$ cat config.mk
export PLATFORM = sky130hd
export DESIGN_NAME = zone_alarm_controller_unit
export DESIGN_NICKNAME = d
export VERILOG_FILES = /design/src/rtl/zac_pkg.sv /design/src/rtl/zac_front.sv /design/src/rtl/zac_back.sv /design/src/rtl/zone_alarm_controller_unit.sv
export VERILOG_INCLUDE_DIRS = /design/src /design/src/rtl
export SDC_FILE = /design/constraint.sdc
export NUM_CORES = 1
export LEC_CHECK = 0
export BUFFER_PORTS_ARGS = -buffer_cell sky130_fd_sc_hd__buf_2
export CORE_MARGIN = 2
export CORE_UTILIZATION = 40
export CTS_CLUSTER_DIAMETER = 50
export DETAILED_ROUTE_END_ITERATION = 12
export SLEW_MARGIN = 40
export SYNTH_ARGS = -nofsm -noshare
export SYNTH_HDL_FRONTEND = slang
export SYNTH_SLANG_ARGS = --single-unit
export TNS_END_PERCENT = 20
$ cat constraint.sdc
create_clock -name clk -period 13.15 [get_ports clk]
set_input_delay 1.315 -clock clk [delete_from_list [all_inputs] [get_ports clk]]
set_output_delay 1.315 -clock clk [all_outputs]
set_load 0.02 [all_outputs]
$ cat src/rtl/zone_alarm_controller_unit_assert.svh
// Assertion macros shared by the alarm controller RTL.
// Each macro expects clk and rst_n in scope; no other dependencies.
`ifndef ZONE_ALARM_CONTROLLER_UNIT_ASSERT_SVH
`define ZONE_ALARM_CONTROLLER_UNIT_ASSERT_SVH

// same-cycle implication
`define ZAC_ASSERT_NOW(label, ante, cons, msg) \
  label: assert property (@(posedge clk) disable iff (!rst_n) (ante) |-> (cons)) \
    else $error(msg);

// next-cycle implication
`define ZAC_ASSERT_NEXT(label, ante, cons, msg) \
  label: assert property (@(posedge clk) disable iff (!rst_n) (ante) |=> (cons)) \
    else $error(msg);

`endif

$ cat src/rtl/zac_pkg.sv
// Shared types and constants for the zone alarm controller.
// Used by zac_front, zac_back and the top level; no dependencies.
package zac_pkg;

  localparam int ZONES  = 2;
  localparam int ZONE_W = (ZONES > 1) ? $clog2(ZONES) : 1;

  // queues between front/back and on the result side
  localparam int Q_DEPTH = 2;
  localparam int Q_PTR_W = (Q_DEPTH > 1) ? $clog2(Q_DEPTH) : 1;
  localparam int Q_CNT_W = $clog2(Q_DEPTH + 1);

  localparam int CFG_IDX_W = 4;

  // input operation codes
  localparam logic [1:0] OP_FRAME = 2'd0;
  localparam logic [1:0] OP_TICK  = 2'd1;
  localparam logic [1:0] OP_ACK   = 2'd2;

  // frame identifiers
  localparam int ID_BUTTON      = 'h050;
  localparam int ID_FLAGS_BASE  = 'h100;
  localparam int ID_HB_BASE     = 'h1A0;
  localparam int ID_ZONE_STRIDE = 'h10;
  localparam logic [7:0] BTN_PRESS = 8'h01;

  // configuration register indexes
  localparam logic [CFG_IDX_W-1:0] CFG_HB_TIMEOUT = CFG_IDX_W'(0);
  localparam logic [CFG_IDX_W-1:0] CFG_ALERT_TGL  = CFG_IDX_W'(1);
  localparam logic [CFG_IDX_W-1:0] CFG_FAULT_TGL  = CFG_IDX_W'(2);
  localparam logic [CFG_IDX_W-1:0] CFG_ARM_BEEP   = CFG_IDX_W'(3);

  localparam logic [15:0] HB_TIMEOUT_RST = 16'd3000;
  localparam logic [15:0] ALERT_TGL_RST  = 16'd200;
  localparam logic [15:0] FAULT_TGL_RST  = 16'd1000;
  localparam logic [15:0] ARM_BEEP_RST   = 16'd100;

  localparam logic [2:0] BEEP_STEPS = 3'd6;

  typedef enum logic [2:0] {
    CMD_NOP,
    CMD_BUTTON,
    CMD_FLAGS,
    CMD_HB,
    CMD_UNKNOWN,
    CMD_TICK,
    CMD_ACK
  } cmd_kind_t;

  typedef struct packed {
    cmd_kind_t         kind;
    logic [ZONE_W-1:0] zone;
    logic              press;
    logic              door;
    logic              motion;
  } cmd_t;

  typedef struct packed {
    logic [1:0]       mode;
    logic             alarm;
    logic             buzzer;
    logic [ZONES-1:0] alive;
    logic [ZONES-1:0] triggered;
    logic [ZONES-1:0] faulted;
    logic             unknown;
  } res_t;

endpackage

$ cat src/rtl/zac_front.sv
// Front end: accepts input items, decodes frame ids into commands and
// buffers them in a short command queue. Depends on zac_pkg.
module zac_front import zac_pkg::*; (
  input  logic       clk,
  input  logic       rst_n,
  input  logic       in_push,
  output logic       in_full,
  input  logic [1:0] in_operation,
  input  logic [7:0] in_sid_high,
  input  logic [7:0] in_sid_low,
  input  logic [7:0] in_length_code,
  input  logic [7:0] in_first_byte,
  output logic       cmd_valid,
  output cmd_t       cmd,
  input  logic       cmd_take
);

  logic [10:0] frame_id;
  logic        has_payload;
  cmd_t        dec;
  logic        flags_hit;
  logic        hb_hit;

  cmd_t               q_r [Q_DEPTH];
  logic [Q_PTR_W-1:0] wp_r, rp_r;
  logic [Q_CNT_W-1:0] cnt_r;
  logic               push_ok, pop_ok;

  assign frame_id    = {in_sid_high, in_sid_low[7:5]};
  assign has_payload = (in_length_code[3:0] != 4'd0);

  always_comb begin
    dec        = '0;
    dec.kind   = CMD_NOP;
    dec.press  = (in_first_byte == BTN_PRESS);
    dec.door   = in_first_byte[0];
    dec.motion = in_first_byte[1];
    flags_hit  = 1'b0;
    hb_hit     = 1'b0;
    case (in_operation)
      OP_FRAME: begin
        if (frame_id == 11'(ID_BUTTON) && has_payload) begin
          dec.kind = CMD_BUTTON;
        end else begin
          // flags ids win over heartbeat ids; lowest zone first
          for (int z = ZONES - 1; z >= 0; z--) begin
            if (frame_id == 11'(ID_FLAGS_BASE + z * ID_ZONE_STRIDE) && has_payload) begin
              flags_hit = 1'b1;
              dec.zone  = ZONE_W'(z);
            end
          end
          if (!flags_hit) begin
            for (int z = ZONES - 1; z >= 0; z--) begin
              if (frame_id == 11'(ID_HB_BASE + z * ID_ZONE_STRIDE)) begin
                hb_hit   = 1'b1;
                dec.zone = ZONE_W'(z);
              end
            end
          end
          if (flags_hit) dec.kind = CMD_FLAGS;
          else if (hb_hit) dec.kind = CMD_HB;
          else dec.kind = CMD_UNKNOWN;
        end
      end
      OP_TICK: dec.kind = CMD_TICK;
      OP_ACK:  dec.kind = CMD_ACK;
      default: dec.kind = CMD_NOP;
    endcase
  end

  assign in_full   = (cnt_r == Q_CNT_W'(Q_DEPTH));
  assign push_ok   = in_push && !in_full;
  assign cmd_valid = (cnt_r != '0);
  assign pop_ok    = cmd_take && cmd_valid;
  assign cmd       = q_r[rp_r];

  always_ff @(posedge clk) begin
    if (!rst_n) begin
      wp_r  <= '0;
      rp_r  <= '0;
      cnt_r <= '0;
    end else begin
      if (push_ok) begin
        wp_r <= (wp_r == Q_PTR_W'(Q_DEPTH - 1)) ? '0 : wp_r + 1'b1;
      end
      if (pop_ok) begin
        rp_r <= (rp_r == Q_PTR_W'(Q_DEPTH - 1)) ? '0 : rp_r + 1'b1;
      end
      if (push_ok && !pop_ok) cnt_r <= cnt_r + 1'b1;
      else if (!push_ok && pop_ok) cnt_r <= cnt_r - 1'b1;
    end
  end

  always_ff @(posedge clk) begin
    if (push_ok) q_r[wp_r] <= dec;
  end

endmodule

$ cat src/rtl/zac_back.sv
// Back end: executes commands against the mode, zone and buzzer state,
// holds the configuration registers and the result queue. Depends on zac_pkg.
`include "zone_alarm_controller_unit_assert.svh"
module zac_back import zac_pkg::*; (
  input  logic                 clk,
  input  logic                 rst_n,
  input  logic                 cmd_valid,
  input  cmd_t                 cmd,
  output logic                 cmd_take,
  input  logic                 cfg_valid,
  input  logic [CFG_IDX_W-1:0] cfg_index,
  input  logic [15:0]          cfg_data,
  input  logic                 out_pop,
  output logic                 out_empty,
  output res_t                 res
);

  typedef enum logic [1:0] {
    MODE_DISARMED = 2'd0,
    MODE_ARMED    = 2'd1,
    MODE_ALERT    = 2'd2,
    MODE_FAULT    = 2'd3
  } mode_t;

  logic [15:0] hb_timeout_r, alert_tgl_r, fault_tgl_r, arm_beep_r;

  mode_t            mode_r, mode_nxt;
  logic             alarm_r, alarm_nxt;
  logic [ZONES-1:0] door_r, door_nxt;
  logic [ZONES-1:0] motion_r, motion_nxt;
  logic [ZONES-1:0] alive_r, alive_nxt;
  logic [ZONES-1:0] seen_r, seen_nxt;
  logic [ZONES-1:0] fault_r, fault_nxt;
  // ms since each zone's last heartbeat (wraps like a 32-bit difference)
  logic [31:0]      elap_r [ZONES];
  logic [31:0]      elap_nxt [ZONES];
  logic [31:0]      now_r, now_nxt;
  mode_t            last_mode_r, last_mode_nxt;
  logic             beep_on_r, beep_on_nxt;
  logic [2:0]       beep_step_r, beep_step_nxt;
  logic [31:0]      beep_next_r, beep_next_nxt;
  logic [31:0]      alert_elap_r, alert_elap_nxt;
  logic [31:0]      fault_elap_r, fault_elap_nxt;
  logic             buzzer_r, buzzer_nxt;

  res_t               rq_r [Q_DEPTH];
  logic [Q_PTR_W-1:0] rwp_r, rrp_r;
  logic [Q_CNT_W-1:0] rq_cnt_r;
  logic               exec, rpop;
  res_t               res_nxt;

  // scratch for the command update
  logic        recov;
  logic        timed_out;
  logic [1:0]  ev_set, ev_clr;
  logic [31:0] ae, fe;

  assign exec      = cmd_valid && ((rq_cnt_r != Q_CNT_W'(Q_DEPTH)) || out_pop);
  assign cmd_take  = exec;
  assign out_empty = (rq_cnt_r == '0);
  assign rpop      = out_pop && !out_empty;
  assign res       = rq_r[rrp_r];

  always_comb begin
    mode_nxt       = mode_r;
    alarm_nxt      = alarm_r;
    door_nxt       = door_r;
    motion_nxt     = motion_r;
    alive_nxt      = alive_r;
    seen_nxt       = seen_r;
    fault_nxt      = fault_r;
    elap_nxt       = elap_r;
    now_nxt        = now_r;
    last_mode_nxt  = last_mode_r;
    beep_on_nxt    = beep_on_r;
    beep_step_nxt  = beep_step_r;
    beep_next_nxt  = beep_next_r;
    alert_elap_nxt = alert_elap_r;
    fault_elap_nxt = fault_elap_r;
    buzzer_nxt     = buzzer_r;
    recov          = 1'b0;
    timed_out      = 1'b0;
    ev_set         = '0;
    ev_clr         = '0;
    ae             = alert_elap_r + 32'd1;
    fe             = fault_elap_r + 32'd1;
    res_nxt        = '0;

    case (cmd.kind)
      CMD_BUTTON: begin
        if (cmd.press) begin
          if (mode_r == MODE_DISARMED) begin
            mode_nxt = MODE_ARMED;
          end else if (mode_r == MODE_ARMED || mode_r == MODE_ALERT) begin
            mode_nxt   = MODE_DISARMED;
            alarm_nxt  = 1'b0;
            door_nxt   = '0;
            motion_nxt = '0;
          end
        end
      end
      CMD_FLAGS, CMD_HB: begin
        seen_nxt[cmd.zone] = 1'b1;
        if (!alive_r[cmd.zone]) begin
          alive_nxt[cmd.zone] = 1'b1;
          fault_nxt[cmd.zone] = 1'b0;
          recov = fault_r[cmd.zone];
        end
        if (cmd.kind == CMD_FLAGS) begin
          door_nxt[cmd.zone]   = cmd.door;
          motion_nxt[cmd.zone] = cmd.motion;
          ev_set = {cmd.motion && !motion_r[cmd.zone], cmd.door && !door_r[cmd.zone]};
          ev_clr = {!cmd.motion && motion_r[cmd.zone], !cmd.door && door_r[cmd.zone]};
        end else begin
          elap_nxt[cmd.zone] = '0;
        end
        // events in order: recovery, then door edge, then motion edge
        if (recov && mode_nxt == MODE_FAULT && fault_nxt == '0) begin
          mode_nxt   = MODE_DISARMED;
          alarm_nxt  = 1'b0;
          door_nxt   = '0;
          motion_nxt = '0;
        end
        for (int e = 0; e < 2; e++) begin
          if (ev_set[e] && mode_nxt == MODE_ARMED) begin
            mode_nxt  = MODE_ALERT;
            alarm_nxt = 1'b1;
          end else if (ev_clr[e] && mode_nxt == MODE_ALERT &&
                       (door_nxt | motion_nxt) == '0) begin
            mode_nxt = MODE_ARMED;
          end
        end
      end
      CMD_TICK: begin
        now_nxt = now_r + 32'd1;
        for (int z = 0; z < ZONES; z++) begin
          elap_nxt[z] = elap_r[z] + 32'd1;
          if (seen_r[z] && !fault_r[z] && elap_nxt[z] > {16'd0, hb_timeout_r}) begin
            alive_nxt[z] = 1'b0;
            fault_nxt[z] = 1'b1;
            timed_out    = 1'b1;
          end
        end
        if (timed_out && alive_nxt == '0) mode_nxt = MODE_FAULT;

        // buzzer
        if (mode_nxt == MODE_ARMED && last_mode_r == MODE_DISARMED) begin
          beep_on_nxt   = 1'b1;
          beep_step_nxt = '0;
          beep_next_nxt = now_nxt;
        end
        last_mode_nxt  = mode_nxt;
        alert_elap_nxt = ae;
        fault_elap_nxt = fe;
        if (mode_nxt == MODE_ALERT && alarm_nxt) begin
          beep_on_nxt = 1'b0;
          if (ae >= {16'd0, alert_tgl_r}) begin
            buzzer_nxt     = !buzzer_r;
            alert_elap_nxt = '0;
          end
        end else if (mode_nxt == MODE_FAULT) begin
          beep_on_nxt = 1'b0;
          if (fe >= {16'd0, fault_tgl_r}) begin
            buzzer_nxt     = !buzzer_r;
            fault_elap_nxt = '0;
          end
        end else if (beep_on_nxt) begin
          if (now_nxt >= beep_next_nxt) begin
            buzzer_nxt    = !beep_step_nxt[0];
            beep_step_nxt = beep_step_nxt + 3'd1;
            beep_next_nxt = now_nxt + {16'd0, arm_beep_r};
            if (beep_step_nxt >= BEEP_STEPS) begin
              beep_on_nxt = 1'b0;
              buzzer_nxt  = 1'b0;
            end
          end
        end else begin
          buzzer_nxt = 1'b0;
        end
      end
      CMD_ACK: begin
        alarm_nxt = 1'b0;
        if (mode_r == MODE_ALERT) mode_nxt = MODE_ARMED;
      end
      CMD_UNKNOWN: res_nxt.unknown = 1'b1;
      default: ;
    endcase

    res_nxt.mode      = mode_nxt;
    res_nxt.alarm     = alarm_nxt;
    res_nxt.buzzer    = buzzer_nxt;
    res_nxt.alive     = alive_nxt;
    res_nxt.triggered = door_nxt | motion_nxt;
    res_nxt.faulted   = fault_nxt;
  end

  always_ff @(posedge clk) begin
    if (!rst_n) begin
      hb_timeout_r <= HB_TIMEOUT_RST;
      alert_tgl_r  <= ALERT_TGL_RST;
      fault_tgl_r  <= FAULT_TGL_RST;
      arm_beep_r   <= ARM_BEEP_RST;
      mode_r       <= MODE_DISARMED;
      alarm_r      <= 1'b0;
      door_r       <= '0;
      motion_r     <= '0;
      alive_r      <= '1;
      seen_r       <= '0;
      fault_r      <= '0;
      for (int z = 0; z < ZONES; z++) elap_r[z] <= '0;
      now_r        <= '0;
      last_mode_r  <= MODE_DISARMED;
      beep_on_r    <= 1'b0;
      beep_step_r  <= '0;
      beep_next_r  <= '0;
      alert_elap_r <= '0;
      fault_elap_r <= '0;
      buzzer_r     <= 1'b0;
      rwp_r        <= '0;
      rrp_r        <= '0;
      rq_cnt_r     <= '0;
    end else begin
      if (cfg_valid) begin
        case (cfg_index)
          CFG_HB_TIMEOUT: hb_timeout_r <= cfg_data;
          CFG_ALERT_TGL:  alert_tgl_r  <= cfg_data;
          CFG_FAULT_TGL:  fault_tgl_r  <= cfg_data;
          CFG_ARM_BEEP:   arm_beep_r   <= cfg_data;
          default: ;
        endcase
      end
      if (exec) begin
        mode_r       <= mode_nxt;
        alarm_r      <= alarm_nxt;
        door_r       <= door_nxt;
        motion_r     <= motion_nxt;
        alive_r      <= alive_nxt;
        seen_r       <= seen_nxt;
        fault_r      <= fault_nxt;
        elap_r       <= elap_nxt;
        now_r        <= now_nxt;
        last_mode_r  <= last_mode_nxt;
        beep_on_r    <= beep_on_nxt;
        beep_step_r  <= beep_step_nxt;
        beep_next_r  <= beep_next_nxt;
        alert_elap_r <= alert_elap_nxt;
        fault_elap_r <= fault_elap_nxt;
        buzzer_r     <= buzzer_nxt;
        rwp_r <= (rwp_r == Q_PTR_W'(Q_DEPTH - 1)) ? '0 : rwp_r + 1'b1;
      end
      if (rpop) begin
        rrp_r <= (rrp_r == Q_PTR_W'(Q_DEPTH - 1)) ? '0 : rrp_r + 1'b1;
      end
      if (exec && !rpop) rq_cnt_r <= rq_cnt_r + 1'b1;
      else if (!exec && rpop) rq_cnt_r <= rq_cnt_r - 1'b1;
    end
  end

  always_ff @(posedge clk) begin
    if (exec) rq_r[rwp_r] <= res_nxt;
  end

  `ZAC_ASSERT_NOW(a_fault_not_alive, 1'b1, (fault_r & alive_r) == '0, "zone faulted and alive")
  `ZAC_ASSERT_NOW(a_trig_needs_seen, 1'b1, ((door_r | motion_r) & ~seen_r) == '0, "unseen zone triggered")
  `ZAC_ASSERT_NOW(a_alert_has_alarm, mode_r == MODE_ALERT, alarm_r, "alert without alarm flag")
  `ZAC_ASSERT_NOW(a_beep_step_range, 1'b1, beep_step_r <= BEEP_STEPS, "beep step past end")
  `ZAC_ASSERT_NEXT(a_exec_fills_queue, exec && !rpop, rq_cnt_r == $past(rq_cnt_r) + 1'b1, "result not queued")

endmodule

$ cat src/rtl/zone_alarm_controller_unit.sv
// Top level of the zone alarm controller: front decoder/queue, back executor.
// Depends on zac_pkg, zac_front and zac_back.
//
//   channel  handshake             payload
//   in       in_push / in_full     in_operation in_sid_high in_sid_low in_length_code in_first_byte
//   out      out_pop / out_empty   out_mode out_alarm_sounding out_buzzer out_*_mask out_unknown_frame
//   cfg      cfg_valid / cfg_ready cfg_index cfg_data
//
// One item per cycle sustained while out_pop keeps the result queue from filling.
// A pushed item waits in the command queue, is executed by the back end into the result
// queue, and shows on the result ports when it reaches the head of that queue.
// Synchronous reset puts all registers but the queue storage in their reset values; no clearing pass.
// in_full rises when the two-entry command queue is full; the back end holds while the
// two-entry result queue is full and out_pop is low. cfg_ready is always high.
module zone_alarm_controller_unit import zac_pkg::*; (
  input  logic                 clk,
  input  logic                 rst_n,
  input  logic                 in_push,
  output logic                 in_full,
  input  logic [1:0]           in_operation,
  input  logic [7:0]           in_sid_high,
  input  logic [7:0]           in_sid_low,
  input  logic [7:0]           in_length_code,
  input  logic [7:0]           in_first_byte,
  output logic                 out_empty,
  input  logic                 out_pop,
  output logic [1:0]           out_mode,
  output logic                 out_alarm_sounding,
  output logic                 out_buzzer,
  output logic [ZONES-1:0]     out_alive_mask,
  output logic [ZONES-1:0]     out_triggered_mask,
  output logic [ZONES-1:0]     out_faulted_mask,
  output logic                 out_unknown_frame,
  input  logic                 cfg_valid,
  output logic                 cfg_ready,
  input  logic [CFG_IDX_W-1:0] cfg_index,
  input  logic [15:0]          cfg_data
);

  logic cmd_valid;
  logic cmd_take;
  cmd_t cmd;
  res_t res;

  assign cfg_ready = 1'b1;

  zac_front u_front (
    .clk            (clk),
    .rst_n          (rst_n),
    .in_push        (in_push),
    .in_full        (in_full),
    .in_operation   (in_operation),
    .in_sid_high    (in_sid_high),
    .in_sid_low     (in_sid_low),
    .in_length_code (in_length_code),
    .in_first_byte  (in_first_byte),
    .cmd_valid      (cmd_valid),
    .cmd            (cmd),
    .cmd_take       (cmd_take)
  );

  zac_back u_back (
    .clk       (clk),
    .rst_n     (rst_n),
    .cmd_valid (cmd_valid),
    .cmd       (cmd),
    .cmd_take  (cmd_take),
    .cfg_valid (cfg_valid),
    .cfg_index (cfg_index),
    .cfg_data  (cfg_data),
    .out_pop   (out_pop),
    .out_empty (out_empty),
    .res       (res)
  );

  assign out_mode           = res.mode;
  assign out_alarm_sounding = res.alarm;
  assign out_buzzer         = res.buzzer;
  assign out_alive_mask     = res.alive;
  assign out_triggered_mask = res.triggered;
  assign out_faulted_mask   = res.faulted;
  assign out_unknown_frame  = res.unknown;

endmodule

# After elaboration in Yosys (flattened, before gate mapping)
# Memory sizes are Yosys's and may differ from the RTL's. A register that Yosys moved wholly into a read port is not among the register bits.
# Index checks and enable logic that the tools add are counted.
[word_totals]
n_memories = 2
out_inout_bits = 14
ram_bits = 36
reg_bits = 284
in_bits = 59
word_cells = 301
[memory_table]
columns = ["name", "words", "width", "rd", "rd_ports_with_merged_regs", "write_ports", "line_no", "text"]
rows = [
  ["u_back.rq_r", 2, 11, 1, 1, 1, "zac_back.sv:46", "res_t rq_r [Q_DEPTH];"],
  ["u_front.q_r", 2, 7, 1, 1, 1, "zac_front.sv:24", "cmd_t q_r [Q_DEPTH];"],
]
[classes]
add_sub_neg = 15
mux = 139
eq_ne = 30
magnitude_cmp = 10
n_reduce_logical = 69
n_bitwise = 9
[op_table]
columns = ["op", "count"]
rows = [
  ["32-bit 2-to-1 mux", 12],
  ["32-bit by 1-bit adder with 32-bit output (second input constant)", 5],
  ["64-bit case mux with 2 select lines", 1],
  ["2-bit 2-to-1 mux", 36],
  ["1-bit 2-to-1 mux", 69],
  ["64-bit AND", 1],
  ["32-bit by 16-bit greater-or-equal comparator with 1-bit output", 2],
  ["32-bit by 16-bit greater-than comparator with 1-bit output", 2],
  ["64-bit 2-to-1 mux", 1],
  ["64-bit inverter", 1],
  ["11-bit by 9-bit equality test with 1-bit output (second input constant)", 4],
  ["32-bit by 16-bit adder with 32-bit output", 1],
  ["32-bit demux with 1-bit select", 1],
  ["32-bit greater-or-equal comparator", 1],
  ["1-bit logical AND", 32],
  ["3-bit 2-to-1 mux", 9],
  ["2-bit equality test (second input constant)", 8],
  ["2-bit case mux with 2 select lines", 4],
  ["1-bit zero test", 14],
  ["2-bit zero test", 7],
  ["2-bit AND reduction", 6],
  ["11-bit by 7-bit equality test with 1-bit output (second input constant)", 1],
  ["2-bit by 1-bit equality test with 1-bit output (second input constant)", 5],
  ["3-bit equality test (second input constant)", 3],
  ["30 further kinds", 46],
]

# Depth between registers and ports, before layout
# Gate-level depths: netlist (run 1).
[depth]
ltp_word = 24
ltp_mapped = 32
ltp_nobuf = 28

# By module
# From an unflattened synthesis (run 1), not the netlist that was laid out.
[unflattened]
hier_cells = 2644
hier_area_um2 = 20881.3
[modules_own_cells]
columns = ["mod", "seq_area_each_um2", "cells_each", "n_inst", "area_each_um2"]
rows = [
  ["zac_back", 6286.0, 2568, 1, 19941.6],
  ["zac_front", 520.5, 74, 1, 928.4],
  ["zone_alarm_controller_unit", 0.0, 2, 1, 11.3],
]

# Worst setup path before layout (run 1)
# No wires, ideal clock.
[synth_timing]
path_kind = "reg-to-reg"
startpoint = "register u_back.elap_r[2] (netlist name)"
endpoint = "memory u_back.rq_r[0][7] (netlist name) (data pin)"
n_path_buf = 2
path_stages_with_launch = 28
setup_time_ns = 0.211
path_slack_ns = 6.646
arrival_ns = 6.293
t_required_ns = 12.939
synth_period_minus_slack_ns = 6.504
cell_sequence = "dfxtp_1 -> clkbuf_1 -> nand4_1 -> nor2_1 -> nand4_1 -> xnor2_1 -> ha_1 -> nand4_1 -> nor2_1 -> a221o_1 -> o31a_1 -> or4_4 -> o311ai_4 -> nand2_2 -> a21oi_4 -> buf_4 -> mux2i_1 -> ha_1 -> a21o_1 -> a21o_1 -> a21oi_1 -> o21ai_0 -> a211oi_1 -> o211ai_1 -> o21ai_0 -> o22ai_1 -> o211a_1 -> o41ai_1"
[synth_via]
elab_chain_len = 21
elab_cells_between_ends = 32
cone_classes = "add/sub (2); order compare (3); eq/ne (3); mux (18); reduce/logical (6)"
[synth_lines]
columns = ["item", "line_no", "text"]
rows = [
  ["start, declared", "zac_back.sv:35", "logic [31:0] elap_r [ZONES];"],
  ["start signal, assigned", "zac_back.sv:240", "elap_r <= elap_nxt;"],
  ["32-bit by 1-bit adder with 32-bit output *", "zac_back.sv:137", "elap_nxt[z] = elap_r[z] + 32'd1;"],
  ["32-bit by 16-bit greater-than comparator with 1-bit output *", "zac_back.sv:138", "if (seen_r[z] && !fault_r[z] && elap_nxt[z] > {16'd0, hb_timeout_r}) begin"],
  ["1-bit logical AND *", "zac_back.sv:138", ""],
  ["1-bit 2-to-1 mux", "zac_back.sv:138", ""],
  ["1-bit 2-to-1 mux", "zac_back.sv:89", "case (cmd.kind)"],
  ["2-bit zero test", "zac_back.sv:144", "if (timed_out && alive_nxt == '0) mode_nxt = MODE_FAULT;"],
  ["1-bit logical AND *", "zac_back.sv:144", ""],
  ["2-bit 2-to-1 mux *", "zac_back.sv:144", ""],
  ["[6 not listed]", "n/a", ""],
  ["3-bit greater-or-equal comparator", "zac_back.sv:172", "if (beep_step_nxt >= BEEP_STEPS) begin"],
  ["1-bit 2-to-1 mux", "zac_back.sv:172", ""],
  ["1-bit 2-to-1 mux", "zac_back.sv:168", "if (now_nxt >= beep_next_nxt) begin"],
  ["1-bit 2-to-1 mux", "zac_back.sv:167", "end else if (beep_on_nxt) begin"],
  ["1-bit 2-to-1 mux", "zac_back.sv:161", "end else if (mode_nxt == MODE_FAULT) begin"],
  ["1-bit 2-to-1 mux *", "zac_back.sv:155", "if (mode_nxt == MODE_ALERT && alarm_nxt) begin"],
  ["1-bit 2-to-1 mux *", "zac_back.sv:89", ""],
  ["net u_back.buzzer_nxt", "zac_back.sv:44", "logic buzzer_r, buzzer_nxt;"],
  ["end, declared", "zac_back.sv:46", ""],
]
# The timed path passes the listed nets; every way through them passes the cells marked *. The select of a mux whose other input is x is not followed.

# Final worst setup path (run 1)
# Same ends and word-level chain as after synthesis.

==> metrics.txt, run 1 <==
status finished, final reports clean; synth warn 0; leakage power 0.008472 uW; Max Freq 117.0 MHz; register area share after synthesis 0.3317; CTS tree yes; Main synth FF type dfxtp_1; reg2reg end u_back.rq_r[0][7]$_DFFE_PP_; final instance area 22,890 um^2; CTS Buf Count 44; Mapped Cells 2,574; grt ovf 0; # fillers 4,927; Area after DPL 21,300 um^2; Crit path top cell by count nand4_1; CP Class reg -> reg; Fin. Hold Viols 0; total number of vias 18,426; Port Buffers 62; count leader, synth nand2_1; PD cells 136.8 nW/um^2; Critical R2R Launch u_back.elap_r[2]$_SDFFE_PN0P_; core area 50,990 um^2; post_cts resized 0; Critical path buffers and inverters 1; setup bufs post-CTS 0; crit path DAT 8.85 ns; IO Pins 73; R2R depth 26; Final Wtd Congestion 0.8568; CTS clk-pin slew, worst paths 0.06 ns; critical path capture point type register; DR vias/cell 5.642; DP HPWL 37.02 mm; Max-slew headroom 0.4458; vias in the first global route 17,845; die area 53,130 um^2; max-slew violation count 0; crit path time final 8.545 ns; Synth top area share 0.2790; CP required 13.46 ns; CTS H-tree lvls 2; min-delay worst type reg -> reg; share of layout cells above drive strength 1 0.08978; first-pass GRT wire length 90.16 mm; syn avg cell area 7.972 um^2; top area cells in the synthesized netlist dfxtp_1, ha_1, nand2_1; Slew @ Worst Pin 0.8243 ns; Synth Cell Area 20,520 um^2; final net count 2,733; final clock skew 0.02441 ns; Post-Route Setup TNS 0 ns; Root Buffer clkbuf_16; initial DRC count 1,260; Post-synth EDFFs 36; Die H 230.5 um; total track usage 0.2038; Post-synth top cells nand2_1, dfxtp_1, nor2_1, a21oi_1, o21ai_0; flop2flop setup slack 4.60 ns; Syn Nets 2,759; Max rail drop VDD 0.00009422 V; Final Core Density 0.4489; Hold Crit Endpoint u_back.alert_tgl_r[15]$_SDFFE_PN0P_; Tcrit/Tclk final 0.6498; Chip Width 230.5 um; synthesized flop and latch total 322; CP max stage delay 0.56 ns; fraction of registers with async set/reset 0; largest area contributor in the netlist dfxtp_1; clock sink total 322; Slowest cell on crit path nor2_1; synth-to-layout area growth 11.54%; Site Rows 83; ANT nets after route 0; WL final 54.71 mm; Hold Path Stages 2; crit-path max FO 34; area of the multi-input gates 12,900 um^2; largest net degree at the start of global routing 110; crit-path leading delay family compound AO/OA/AOI/OAI gates; Synth cell types 81; wire length per cell 16.75 um; Initial Util 0.4024; DRT Pass-1 Iters 5; Max clock buf depth 3; Max Cap Viol 0; Setup violations, final 0; worst skew pair latency 0.58 ns; Hold Startpoint u_back.alert_tgl_r[15]$_SDFFE_PN0P_; initial antenna violation count 2; Reg area 6807 um^2; RSZ-0062 raised after global routing no; # hold bufs at CTS 0; nature of the critical path startpoint register; DR DRC count 0
-- state kept, by name, indices dropped and copies added (netlist names), 3 cells and up, named ones only --
name / cells
u_back.beep_step_r: 3
u_back.arm_beep_r: 16
u_back.alert_elap_r: 32
u_back.fault_elap_r: 32
u_back.elap_r: 64
u_front.q_r: 14
u_back.beep_next_r: 32
u_back.now_r: 32
u_back.alert_tgl_r: 16
u_back.fault_tgl_r: 16
u_back.rq_r: 22
u_back.hb_timeout_r: 16
-- cells by family (layout without fill, tap and decap cells) --
group                      after synthesis  in the layout  synth area share
and+or+nand+nor                       1046           1046            0.2511
AOI/OAI and AO/OA                      603            603            0.1868
DFF                                    322            322            0.3317
buffers and inverters                  235            245           0.04506
xor gates and xnor gates               175            175           0.07470
adders and majority gates              126            126           0.07720
muxes                                   66             66           0.03323
other                                    1              3         0.0001828
-- per-stage QoR --
stage | hold WS, ns | worst slack, ns | std cells | total power (uW)
floorplan | 0.4321 | 6.646 | 2574 | 1682
global route | 0.4764 | 3.998 | 3266 | 3284
detailed placement | 0.4489 | 4.675 | 3181 | 1896
CTS | 0.4570 | 4.607 | 3263 | 3159
finish | 0.4555 | 4.605 | 3266 | 3131
global placement | 0.4392 | 4.933 | 3180 | 1863
-- worst register-to-register path: stages, from the launching register on --
cell	delay, ns
dfxtp_1	0.48
nand4_1	0.43
nor2_1	0.56
nand4_1	0.25
xnor2_1	0.26
ha_1	0.29
nand4_1	0.15
nor2_1	0.06
a221o_1	0.33
o31a_1	0.27
or4_4	0.54
o311ai_4	0.40
nand2_2	0.21
a21oi_4	0.18
buf_4	0.53
mux2i_1	0.35
ha_1	0.29
a21o_1	0.18
a21o_1	0.16
a21oi_1	0.13
o21ai_0	0.17
a211oi_1	0.43
o211ai_1	0.42
o21ai_0	0.26
o22ai_1	0.14
o211a_1	0.26
o41ai_1	0.53
-- worst max path at each step --
stage,from,end,slack [ns],cells after the start
2_1_floorplan,u_back.elap_r[2]$_SDFFE_PN0P_,u_back.rq_r[0][7]$_DFFE_PP_,6.65,27
3_3_place_gp,u_back.elap_r[2]$_SDFFE_PN0P_,u_back.rq_r[0][7]$_DFFE_PP_,4.93,26
3_5_place_dp,u_back.elap_r[2]$_SDFFE_PN0P_,u_back.rq_r[0][7]$_DFFE_PP_,4.67,26
4_1_cts,u_back.elap_r[2]$_SDFFE_PN0P_,u_back.rq_r[0][7]$_DFFE_PP_,4.61,26
5_1_grt,u_back.elap_r[2]$_SDFFE_PN0P_,u_back.rq_r[0][7]$_DFFE_PP_,4.00,26
6_report,u_back.elap_r[2]$_SDFFE_PN0P_,u_back.rq_r[0][7]$_DFFE_PP_,4.60,26
-- per-layer routing --
layer  vias up  global-route usage  wire length, um  share of wire
li1       9215                   -                -              -
met1      8772              0.2569            24710           0.45
met5         -                   0                0              0
met2       335              0.3509            26040           0.48
met4         0             0.08246             1768          0.032
met3       104             0.02705             2189          0.040
-- cell usage in the layout (no fill, tap or decap), types with 14 or more instances in the layout --
cell type,count
xnor2_1,91
nor2b_1,24
a22oi_1,17
o221a_2,19
nand2b_1,14
clkbuf_16,46
o21ai_0,138
a21o_1,25
nor3b_1,18
edfxtp_1,36
dfxtp_1,286
and4_1,27
nor3_1,73
nor2_1,221
nor4_1,25
o21a_1,20
nand3_1,121
buf_4,14
nand2_1,294
and3_1,35
xor2_1,83
or3_1,39
nand3b_1,14
o211ai_1,31
inv_1,82
and2_1,35
nand4_1,56
ha_1,125
mux2i_1,48
mux2_2,17
buf_2,61
a32o_1,18
a31oi_1,21
a21oi_1,220
-- report_power, final --
part | switching [uW] | internal [uW]
clock network | 483 | 768
logic | 486 | 252
registers | 57.8 | 1080
-- cell type report --
class | instances | area share
multi-input cells | 2017 | 0.5636
flip-flops and latches | 322 | 0.2974
clock buffers | 58 | 0.05401
well taps | 680 | 0.03717
repair buffers | 79 | 0.02028
inverters | 84 | 0.01410
clock inverters | 24 | 0.01318
diodes | 2 | 0.0002187
Note: power is estimated with default switching activity, not from simulation.
==> run 2, diff against run 1 <==
clock period = 8.3 ns   (was 13.15 ns; I/O delays follow)
==> run 2 against run 1 <==
  * Clock skew decreased by 0.0026 ns
  * Total power increased by 64%
  * Flip-flop and latch count unchanged
  * Highest routed layer unchanged
==> metrics.txt, run 2 (same netlist as run 1, synthesis figures left out) <==
status finished, final reports clean; # fillers 4,934; ANT nets after route 0; post_cts resized 0; initial DRC count 1,139; max-slew violation count 0; RSZ-0062 raised after global routing no; IO Pins 73; Max rail drop VDD 0.0001425 V; Top reg by flops u_back.elap_r; Port Buffers 62; max reg flops 64; Max Freq 132.4 MHz; DP Cell Count 3,190; Slew @ Worst Pin 0.8137 ns; Reg area 6807 um^2; first-pass GRT wire length 89.79 mm; final clock skew 0.02183 ns; grt ovf 0; # diodes 0; share of layout cells above drive strength 1 0.09368; DRT Pass-1 Iters 8; WL final 54.95 mm; Initial Util 0.4024; CTS tree yes; wire length per cell 16.78 um; commonest cells after routing, fill and taps aside nand2_1, dfxtp_1, nor2_1, a21oi_1, o21ai_0; synth-to-layout area growth 12.37%; CTS clk-pin slew, worst paths 0.06 ns; nature of the critical path startpoint register; die area 53,130 um^2; Site Rows 83; DP HPWL 37.09 mm; DR vias/cell 5.637; Max-slew headroom 0.4575; Placement Setup Slack 0.6035 ns; crit-path max FO 9; Max clock buf depth 3; Post-Route Setup TNS 0 ns; vias in the first global route 17,865; core area 50,990 um^2; PD cells 222.2 nW/um^2; clock sink total 322; area of the multi-input gates 12,890 um^2; min-delay worst type reg -> reg; total number of vias 18,456; CP required 8.62 ns; leakage power 0.008575 uW; crit path DAT 7.88 ns; crit path time final 7.554 ns; initial antenna violation count 0; Setup violations, final 0; most common cell after layout, fill and taps aside nand2_1; Die H 230.5 um; final net count 2,746; Root Buffer clkbuf_16; CTS Buf Count 45; largest net degree at the start of global routing 155; CTS H-tree lvls 2; Max Cap Viol 0; final worst slack 0.7457 ns; Fin. Hold Viols 0; total track usage 0.2031; DR DRC count 0; CP Class reg -> reg; Final Wtd Congestion 0.8454; worst skew pair latency 0.59 ns; critical path capture point type register; non-filler instance count after layout 3,274; Tcrit/Tclk final 0.9102; Chip Width 230.5 um
[run 2: cell count changes in the layout (fill, tap and decap cells not counted), moves of 2 or more]
| cell | previous run | this run |
|---|---|---|
| clkbuf_1 | 8 | 5 |
| diode_2 | 2 | 0 |
| bufinv_16 | 5 | 9 |
| buf_12 | 1 | 3 |
| buf_6 | 3 | 1 |
| clkinv_4 | 6 | 3 |
| buf_4 | 14 | 26 |
[run 2: layer usage]
layer  wire length, um  share of wire  vias up  track usage
met2             25940           0.47      341       0.3481
met5                 0              0        -            0
li1                  -              -     9246            -
met1             25470           0.46     8765       0.2594
met3              1868          0.034      104      0.03001
met4              1669          0.030        0      0.07177
[run 2: worst paths after layout]
kind | startpoint | end | slack, ns | cells past startpoint
max reg2reg | u_back.elap_r[0]$_SDFFE_PN0P_ | u_back.rq_r[1][7]$_DFFE_PP_ | 0.75 | 26
min | u_back.alert_tgl_r[8]$_SDFFE_PN0P_ | u_back.alert_tgl_r[8]$_SDFFE_PN0P_ | 0.46 | 2
min reg2reg | u_back.alert_tgl_r[8]$_SDFFE_PN0P_ | u_back.alert_tgl_r[8]$_SDFFE_PN0P_ | 0.46 | 2
max | u_back.elap_r[0]$_SDFFE_PN0P_ | u_back.rq_r[1][7]$_DFFE_PP_ | 0.75 | 26
[run 2: stage by stage]
stage / hold slack (ns) / instance area, um^2 / total power, uW / util
6_report: 0.4553 / 23060 / 5123 / 0.4522
5_1_grt: 0.4517 / 23060 / 5361 / 0.4522
4_1_cts: 0.4348 / 22990 / 5142 / 0.4508
3_5_place_dp: 0.4475 / 21370 / 3023 / 0.4191
3_3_place_gp: 0.4411 / 21320 / 2983 / 0.4182
2_1_floorplan: 0.4321 / 20520 / 2665 / -
[run 2: layout make-up]
class                           count  share of cell area
Inverter                           84             0.01400
Tap cell                          680             0.03690
Multi-Input combinational cell   2017              0.5590
Clock inverter                     26             0.01758
Clock buffer                       54             0.05253
Sequential cell                   322              0.2952
Timing Repair Buffer               91             0.02480
[run 2: timing repair]
action	4_1_cts	5_1_grt
endpoints found under the setup margin	0	7
endpoints found under the hold margin	0	0
hold buffers	0	0
buffers inserted	0	4
[run 2: power by group]
group / switching, uW / internal, uW
sequential: 92.7 / 1720
clock: 776 / 1330
combinational: 775 / 434
[run 2: worst max-delay path: stages (launching register included)]
cell and delay (ns):
dfxtp_1 0.44, ha_1 0.30, nand3_1 0.23, nor3_1 0.49
xor2_1 0.24, ha_1 0.29, nand4_1 0.15, nor2_1 0.06
a221o_1 0.32, o31a_1 0.27, or4_4 0.54, o311ai_4 0.39
o21ai_2 0.20, a21oi_4 0.32, buf_12 0.18, mux2i_1 0.24
ha_1 0.28, a21o_1 0.16, a21o_1 0.16, a21oi_1 0.18
o21ai_0 0.13, a211oi_1 0.38, o211ai_1 0.29, o21ai_0 0.19
o22ai_1 0.13, o211a_1 0.26, o41ai_1 0.48
